### src/hw/rtl/ttlq_pkg.sv
// shared types, sizes and codes of the ttl ordered packet queue
package ttlq_pkg;

	localparam int QUEUE_DEPTH = 16;
	localparam int ADDR_W      = (QUEUE_DEPTH > 1) ? $clog2(QUEUE_DEPTH) : 1;
	localparam int COUNT_W     = $clog2(QUEUE_DEPTH + 1);
	localparam int KEY_W       = 8;
	localparam int HANDLE_W    = 16;
	localparam int DIR_W       = 8;
	localparam int OCC_W       = 5;

	typedef enum logic [1:0] {
		ACT_ENQ   = 2'd0,
		ACT_DEQ   = 2'd1,
		ACT_PEEK  = 2'd2,
		ACT_FLUSH = 2'd3
	} action_t;

	typedef enum logic [2:0] {
		ST_IDLE,
		ST_ENQ_CMP,
		ST_ENQ_INS,
		ST_HEAD,
		ST_SHIFT,
		ST_RESULT
	} ttlq_state_t;

	typedef struct packed {
		logic [KEY_W-1:0]    key;
		logic [HANDLE_W-1:0] handle;
		logic [DIR_W-1:0]    dir;
	} entry_t;

	typedef struct packed {
		logic              wr_en;
		logic [ADDR_W-1:0] wr_addr;
		entry_t            wr_data;
		logic              rd_en;
		logic [ADDR_W-1:0] rd_addr;
	} ram_req_t;

	typedef struct packed {
		logic             ok;
		entry_t           head;
		logic [OCC_W-1:0] occ;
	} result_t;

endpackage

### src/hw/rtl/ttlq_ram.sv
// entry memory: one write port, one read port with registered read data
module ttlq_ram import ttlq_pkg::*; (
	input  logic     clk,
	input  ram_req_t req,
	output entry_t   rd_data
);

	entry_t mem [QUEUE_DEPTH];

	// write port
	always_ff @(posedge clk) begin
		if (req.wr_en) begin
			mem[req.wr_addr] <= req.wr_data;
		end
	end

	// registered read port
	always_ff @(posedge clk) begin
		if (req.rd_en) begin
			rd_data <= mem[req.rd_addr];
		end
	end

endmodule

### src/hw/rtl/ttlq_ctrl.sv
// sequencer: search and shift of the sorted entries through the single compare unit
module ttlq_ctrl import ttlq_pkg::*; (
	input  logic                clk,
	input  logic                arst_n,
	input  logic                in_valid,
	output logic                in_ready,
	input  logic [1:0]          action,
	input  logic [KEY_W-1:0]    ttl_key,
	input  logic [HANDLE_W-1:0] packet_handle,
	input  logic [DIR_W-1:0]    direction_in,
	output logic                res_valid,
	input  logic                res_ready,
	output result_t             res,
	output ram_req_t            ram_req,
	input  entry_t              rd_data
);

	ttlq_state_t        state_q, state_d;
	logic [COUNT_W-1:0] count_q;
	logic [ADDR_W-1:0]  idx_q;
	action_t            act_q;
	entry_t             new_q;
	logic               res_ok_q;
	entry_t             res_head_q;

	action_t            act_in;
	logic               full;
	logic               empty;
	logic               key_gt;
	logic               idx_zero;
	logic               idx_last;
	logic [COUNT_W-1:0] count_m1;

	assign act_in   = action_t'(action);
	assign full     = (count_q == COUNT_W'(QUEUE_DEPTH));
	assign empty    = (count_q == '0);
	assign count_m1 = count_q - COUNT_W'(1);
	// shared compare: stored key strictly larger than the new key moves up
	assign key_gt   = (rd_data.key > new_q.key);
	assign idx_zero = (idx_q == '0);
	assign idx_last = (COUNT_W'(idx_q) == count_m1);

	// next state
	always_comb begin
		state_d = state_q;
		unique case (state_q)
			ST_IDLE: begin
				if (in_valid) begin
					unique case (act_in)
						ACT_ENQ: begin
							if (full) begin
								state_d = ST_RESULT;
							end else if (empty) begin
								state_d = ST_ENQ_INS;
							end else begin
								state_d = ST_ENQ_CMP;
							end
						end
						ACT_DEQ, ACT_PEEK: begin
							state_d = empty ? ST_RESULT : ST_HEAD;
						end
						ACT_FLUSH: begin
							state_d = ST_RESULT;
						end
						default: state_d = ST_RESULT;
					endcase
				end
			end
			ST_ENQ_CMP: begin
				if (key_gt) begin
					state_d = idx_zero ? ST_ENQ_INS : ST_ENQ_CMP;
				end else begin
					state_d = ST_RESULT;
				end
			end
			ST_ENQ_INS: begin
				state_d = ST_RESULT;
			end
			ST_HEAD: begin
				if (act_q == ACT_PEEK || count_q == COUNT_W'(1)) begin
					state_d = ST_RESULT;
				end else begin
					state_d = ST_SHIFT;
				end
			end
			ST_SHIFT: begin
				state_d = idx_last ? ST_RESULT : ST_SHIFT;
			end
			ST_RESULT: begin
				if (res_ready) begin
					state_d = ST_IDLE;
				end
			end
			default: state_d = ST_IDLE;
		endcase
	end

	// memory requests and handshake outputs
	always_comb begin
		ram_req  = '0;
		in_ready = 1'b0;
		res_valid = 1'b0;
		unique case (state_q)
			ST_IDLE: begin
				in_ready       = 1'b1;
				ram_req.rd_en  = in_valid;
				ram_req.rd_addr = (act_in == ACT_ENQ) ? ADDR_W'(count_m1) : '0;
			end
			ST_ENQ_CMP: begin
				ram_req.wr_en   = 1'b1;
				ram_req.wr_addr = idx_q + ADDR_W'(1);
				if (key_gt) begin
					ram_req.wr_data = rd_data;
					ram_req.rd_en   = 1'b1;
					ram_req.rd_addr = idx_q - ADDR_W'(1);
				end else begin
					ram_req.wr_data = new_q;
				end
			end
			ST_ENQ_INS: begin
				ram_req.wr_en   = 1'b1;
				ram_req.wr_addr = '0;
				ram_req.wr_data = new_q;
			end
			ST_HEAD: begin
				ram_req.rd_en   = 1'b1;
				ram_req.rd_addr = ADDR_W'(1);
			end
			ST_SHIFT: begin
				ram_req.wr_en   = 1'b1;
				ram_req.wr_addr = idx_q - ADDR_W'(1);
				ram_req.wr_data = rd_data;
				ram_req.rd_en   = 1'b1;
				ram_req.rd_addr = idx_q + ADDR_W'(1);
			end
			ST_RESULT: begin
				res_valid = 1'b1;
			end
			default: begin
				in_ready = 1'b0;
			end
		endcase
	end

	assign res.ok   = res_ok_q;
	assign res.head = res_head_q;
	assign res.occ  = OCC_W'(count_q);

	// state register and entry count
	always_ff @(posedge clk or negedge arst_n) begin
		if (!arst_n) begin
			state_q <= ST_IDLE;
			count_q <= '0;
		end else begin
			state_q <= state_d;
			unique case (state_q)
				ST_IDLE: begin
					if (in_valid && act_in == ACT_FLUSH) begin
						count_q <= '0;
					end
				end
				ST_ENQ_CMP: begin
					if (!key_gt) begin
						count_q <= count_q + COUNT_W'(1);
					end
				end
				ST_ENQ_INS: begin
					count_q <= count_q + COUNT_W'(1);
				end
				ST_HEAD: begin
					if (act_q == ACT_DEQ && count_q == COUNT_W'(1)) begin
						count_q <= '0;
					end
				end
				ST_SHIFT: begin
					if (idx_last) begin
						count_q <= count_m1;
					end
				end
				default: begin
					count_q <= count_q;
				end
			endcase
		end
	end

	// transaction fields, scan index and pending result
	always_ff @(posedge clk) begin
		unique case (state_q)
			ST_IDLE: begin
				if (in_valid) begin
					act_q      <= act_in;
					new_q      <= '{key: ttl_key, handle: packet_handle, dir: direction_in};
					idx_q      <= ADDR_W'(count_m1);
					res_head_q <= '0;
					unique case (act_in)
						ACT_ENQ:           res_ok_q <= !full;
						ACT_DEQ, ACT_PEEK: res_ok_q <= !empty;
						ACT_FLUSH:         res_ok_q <= 1'b1;
						default:           res_ok_q <= 1'b1;
					endcase
				end
			end
			ST_ENQ_CMP: begin
				if (key_gt) begin
					idx_q <= idx_q - ADDR_W'(1);
				end
			end
			ST_HEAD: begin
				res_head_q <= rd_data;
				idx_q      <= ADDR_W'(1);
			end
			ST_SHIFT: begin
				if (!idx_last) begin
					idx_q <= idx_q + ADDR_W'(1);
				end
			end
			default: begin
				idx_q <= idx_q;
			end
		endcase
	end

endmodule

### src/hw/rtl/ttl_ordered_packet_queue_unit.sv
// top level of the ttl ordered packet queue with its output register
//
// Earliest-deadline-first packet queue of QUEUE_DEPTH entries kept sorted by
// TTL, smallest first; an entry with a key equal to existing ones goes behind
// them. Each input transaction carries an action (enqueue, dequeue, peek,
// flush) and returns exactly one result transaction. The entries live in a
// single-port-write, single-port-read memory and one entry is moved per clock,
// so the queue works on one transaction at a time: an enqueue compares and
// moves up the entries with a larger TTL and then writes the new entry, a
// dequeue reads the head and shifts any remaining entries down, a peek reads
// the head, and a flush or a refused action goes straight to the result; the
// sequencer then returns to idle once the result is taken.
// The result sits in an output register, so a new transaction may be
// accepted while the previous result still waits to be taken.
module ttl_ordered_packet_queue_unit import ttlq_pkg::*; (
	input  logic                clk,
	input  logic                arst_n,
	input  logic                in_valid,
	output logic                in_ready,
	input  logic [1:0]          action,
	input  logic [KEY_W-1:0]    ttl_key,
	input  logic [HANDLE_W-1:0] packet_handle,
	input  logic [DIR_W-1:0]    direction_in,
	output logic                out_valid,
	input  logic                out_ready,
	output logic                ok,
	output logic [HANDLE_W-1:0] head_handle,
	output logic [KEY_W-1:0]    head_ttl,
	output logic [DIR_W-1:0]    head_direction,
	output logic [OCC_W-1:0]    occupancy
);

	ram_req_t ram_req;
	entry_t   rd_data;
	result_t  res;
	logic     res_valid;
	logic     res_ready;
	logic     out_valid_q;
	result_t  out_q;

	ttlq_ram u_ram (
		.clk     (clk),
		.req     (ram_req),
		.rd_data (rd_data)
	);

	ttlq_ctrl u_ctrl (
		.clk           (clk),
		.arst_n        (arst_n),
		.in_valid      (in_valid),
		.in_ready      (in_ready),
		.action        (action),
		.ttl_key       (ttl_key),
		.packet_handle (packet_handle),
		.direction_in  (direction_in),
		.res_valid     (res_valid),
		.res_ready     (res_ready),
		.res           (res),
		.ram_req       (ram_req),
		.rd_data       (rd_data)
	);

	// output register takes a result when empty or being drained
	assign res_ready = !out_valid_q || out_ready;

	always_ff @(posedge clk or negedge arst_n) begin
		if (!arst_n) begin
			out_valid_q <= 1'b0;
		end else if (res_valid && res_ready) begin
			out_valid_q <= 1'b1;
		end else if (out_ready) begin
			out_valid_q <= 1'b0;
		end
	end

	always_ff @(posedge clk) begin
		if (res_valid && res_ready) begin
			out_q <= res;
		end
	end

	assign out_valid      = out_valid_q;
	assign ok             = out_q.ok;
	assign head_handle    = out_q.head.handle;
	assign head_ttl       = out_q.head.key;
	assign head_direction = out_q.head.dir;
	assign occupancy      = out_q.occ;

endmodule

### config.mk
export PLATFORM = sky130hd
export DESIGN_NAME = ttl_ordered_packet_queue_unit
export DESIGN_NICKNAME = d
export VERILOG_FILES = /design/src/hw/rtl/ttlq_pkg.sv /design/src/hw/rtl/ttlq_ram.sv /design/src/hw/rtl/ttlq_ctrl.sv /design/src/hw/rtl/ttl_ordered_packet_queue_unit.sv
export SDC_FILE = /design/constraint.sdc
export NUM_CORES = 1
export LEC_CHECK = 0
export BUFFER_PORTS_ARGS = -buffer_cell sky130_fd_sc_hd__buf_2
export CAP_MARGIN = 0
export CORE_ASPECT_RATIO = 2
export CORE_MARGIN = 2
export CORE_UTILIZATION = 45
export CTS_CLUSTER_SIZE = 16
export DETAILED_ROUTE_END_ITERATION = 10
export PLACE_DENSITY = 0.69
export SYNTH_ARGS = -nofsm -noshare
export SYNTH_HDL_FRONTEND = slang
export SYNTH_SLANG_ARGS = --single-unit
### constraint.sdc
create_clock -name clk -period 5.71 [get_ports clk]
set_input_delay 0.571 -clock clk [delete_from_list [all_inputs] [get_ports clk]]
set_output_delay 0.571 -clock clk [all_outputs]
set_load 0.005 [all_outputs]
==> results.sh <==
export IMPL_post_route_period_util=0.7549
export IMPL_r2r_start="u_ctrl.idx_q[0]"
export IMPL_final_area_um2=30320
export IMPL_slew_headroom=0.2479
export IMPL_synthFlopType="edfxtp_1"
export IMPL_ys_types=72
export IMPL_setup_viol=0
export IMPL_cts_tree="yes"
export IMPL_r2r_slack_ps=1400
export IMPL_routed_wl_um=62780
export IMPL_fin_ws_ps=1399
export IMPL_synthArstFlopShare=0.01360
export IMPL_routed_via_count=14450
export IMPL_die_h_um=350.5
export IMPL_track_usage=0.2024
export IMPL_viasPerCell=5.994
export IMPL_cp_arrival_ps=4690
export IMPL_syn_num_nets=1568
export IMPL_ios=78
export IMPL_cp_endpoint="u_ram.rd_data[30]"
export IMPL_hold_viol=0
export IMPL_numCtsBuffers=58
export IMPL_globalplace_congestion=0.8318
export IMPL_hold_path_class="primary input to register"
export IMPL_fmax_mhz=232.0
export IMPL_io_buffers=77
export IMPL_placed_cell_area_um2=28330
export IMPL_worst_pin_slew_ps=1128
export IMPL_start_util=0.4532
export IMPL_cts_max_level=2
export IMPL_ys_seq_elements=662
export IMPL_rsz0062_at_grt="no"
export IMPL_fp_dieW_um=177.2
export IMPL_synth_edf_count=653
export IMPL_synth_cell_area_um2=27010
export IMPL_drtAntennaViolNets=0
export IMPL_syn_instance_count=1512
export IMPL_diodes=0
export IMPL_crit_path_start="u_ctrl.idx_q[0]"
export IMPL_yosys_warnings=0
export IMPL_drc=0
export IMPL_required_ps=6090
export IMPL_drive_above_1_share=0.2133
export IMPL_yosys_top_cells_area="edfxtp_1, mux2i_1, mux4_2"
export IMPL_dp_slack_ps=1498
export IMPL_yosys_area_top_type="edfxtp_1"
export IMPL_clk_latency_ps=620
export IMPL_overflow=0
export IMPL_rows=127
export IMPL_postCtsSetupBuffers=0
export IMPL_root_buffer="clkbuf_16"
export IMPL_rr_endpoint="u_ram.rd_data[30]"
export IMPL_drtIter0Drc=1572
export IMPL_end_kind="register"
export IMPL_core_area_um2=59590
export IMPL_dp_hpwl_um=33830
export IMPL_yosysSeqAreaShare=0.7344
export IMPL_run_status="completed"
export IMPL_cts_repair_resized=0
export IMPL_clock_sinks=662
export IMPL_worst_clock_skew_ps=24.98
export IMPL_r2r_cells=9
export IMPL_startpoint_type="register"
export IMPL_crit_type="register to register"
export IMPL_postSynthAreaPerCell_um2=17.86
export IMPL_wl_per_cell_um=26.05
export IMPL_slew_violations=0
export IMPL_yosys_area_top_type_share=0.7261
export IMPL_fin_setup_tns_ps=0
export IMPL_grt_max_degree=96
export IMPL_die_area_um2=62110
export IMPL_period_needed_ps=4311
export IMPL_antenna_found_initial=0
export IMPL_synthToLayoutAreaGrowth_pct=12.26
export IMPL_clkSlewWorstSetupHoldPaths_ps=60
export IMPL_crit_path_max_fanout=36
export IMPL_grt_pass1_vias=14680
export IMPL_nets=1646
export IMPL_firstDrtPassIters=5
export IMPL_grt_pass1_wl_um=92730
export IMPL_cts_buffer_depth=3
export IMPL_cap_viol_max_count=0
[layout make-up]
class                   count  area (um2)
multi-input cells         731        6705
clock buffers              69        1514
flip-flops and latches    662       19830
repair buffers            119       765.7
inverters                  18       67.56
well taps                 774       968.4
clock inverters            37       462.9
fillers                  4802       29270
[registers in the layout (all words and copies together) (netlist names)]
register	flops
u_ctrl.act_q	2
ok	1
head_ttl	8
out_valid	1
head_handle	16
u_ctrl.count_q	5
u_ram.mem	512
u_ctrl.res	32
u_ctrl.res_ok_q	1
occupancy	5
u_ctrl.idx_q	4
head_direction	8
u_ctrl.state_q	3
u_ctrl.new_q	32
u_ram.rd_data	32
[kinds of logic (layout without fill, tap and decap cells)]
kind of cell | count (synthesis) | after routing | synth area share
mux | 225 | 225 | 0.1045
compound gates | 243 | 243 | 0.08057
fa+ha+maj | 18 | 18 | 0.008339
flops | 662 | 662 | 0.7344
simple gates | 235 | 235 | 0.04573
xor+xnor | 10 | 10 | 0.003243
buf+inv | 119 | 243 | 0.02321
[worst max-delay path, cell delays in order, from the launching register on]
cell       delay [ps]
edfxtp_1          760
inv_1             320
ha_1              530
a2bb2oi_1         330
nor3_4             50
buf_4             330
nor2_4            410
buf_12            330
mux4_2            570
a22oi_1           380
[layout by cell type (no fill, tap or decap), types with 13 or more instances in the layout]
cell type and count:
buf_2 77, edfxtp_1 653, a2111oi_0 32, clkinv_1 17
a22oi_1 34, mux2_2 31, nor2_1 17, nor2_4 13
a22o_1 33, a21oi_1 17, a221oi_2 30, a311o_1 32
nor3b_1 34, mux4_2 32, clkbuf_16 59, o21ai_0 18
mux2i_1 129, and2_1 32, buf_4 36, mux2_4 24
inv_1 17, nand2_1 90, ha_1 18
[metrics by stage]
stage                     hold WS (ps)  std cells    util
after floorplan                  275.4       1512       -
after global placement           400.8       2303  0.4754
after detailed placement         404.5       2303  0.4754
after CTS                        104.9       2410  0.5088
after global routing             117.2       2410  0.5088
final                            122.6       2410  0.5088
[metal layers]
metal | global-route usage | part of all wire | up-vias
met4 | 0.06679 | 0.030 | 0
li1 | - | - | 6249
met1 | 0.2647 | 0.40 | 7407
met3 | 0.04118 | 0.076 | 138
met2 | 0.3374 | 0.49 | 652
met5 | 0 | 0 | -
[how the worst min path moves through the flow]
stage,from,end,slack (ps),depth (start not counted)
floorplan,arst_n,out_valid,280,0
global placement,u_ctrl.res[30],head_ttl[1],400,0
detailed placement,u_ctrl.res[24],head_handle[11],400,0
CTS,packet_handle[0],u_ctrl.new_q[8],100,1
global route,direction_in[6],u_ctrl.new_q[6],120,1
finish,packet_handle[15],u_ctrl.new_q[23],120,1
[synthesized netlist by cell type (4+ instances only)]
cell,count
buf_4,11
and2_1,33
clkbuf_1,49
a311o_1,32
mux4_2,32
xnor2_1,4
a22oi_1,34
xor2_1,6
nor3b_1,34
nor2_1,29
buf_1,5
o21ai_0,18
a2111oi_0,32
edfxtp_1,653
a221oi_1,6
a211o_1,4
nor3_1,12
ha_1,18
nand3_1,5
buf_6,15
buf_2,21
nand2b_1,8
dfrtp_1,9
o22ai_1,4
a221oi_2,30
mux2_2,31
nand2_1,90
mux2i_1,129
a22o_1,33
mux2_1,9
mux2_4,24
inv_1,17
a21oi_1,19
[repair_timing]
item,in CTS,in global routing
endpoints found under the hold margin,9,0
hold buffers,1,0
setup endpoints to repair,0,0
Power is not shown: default switching activity piles up to over one toggle a cycle in this logic, so the estimate is an artifact.
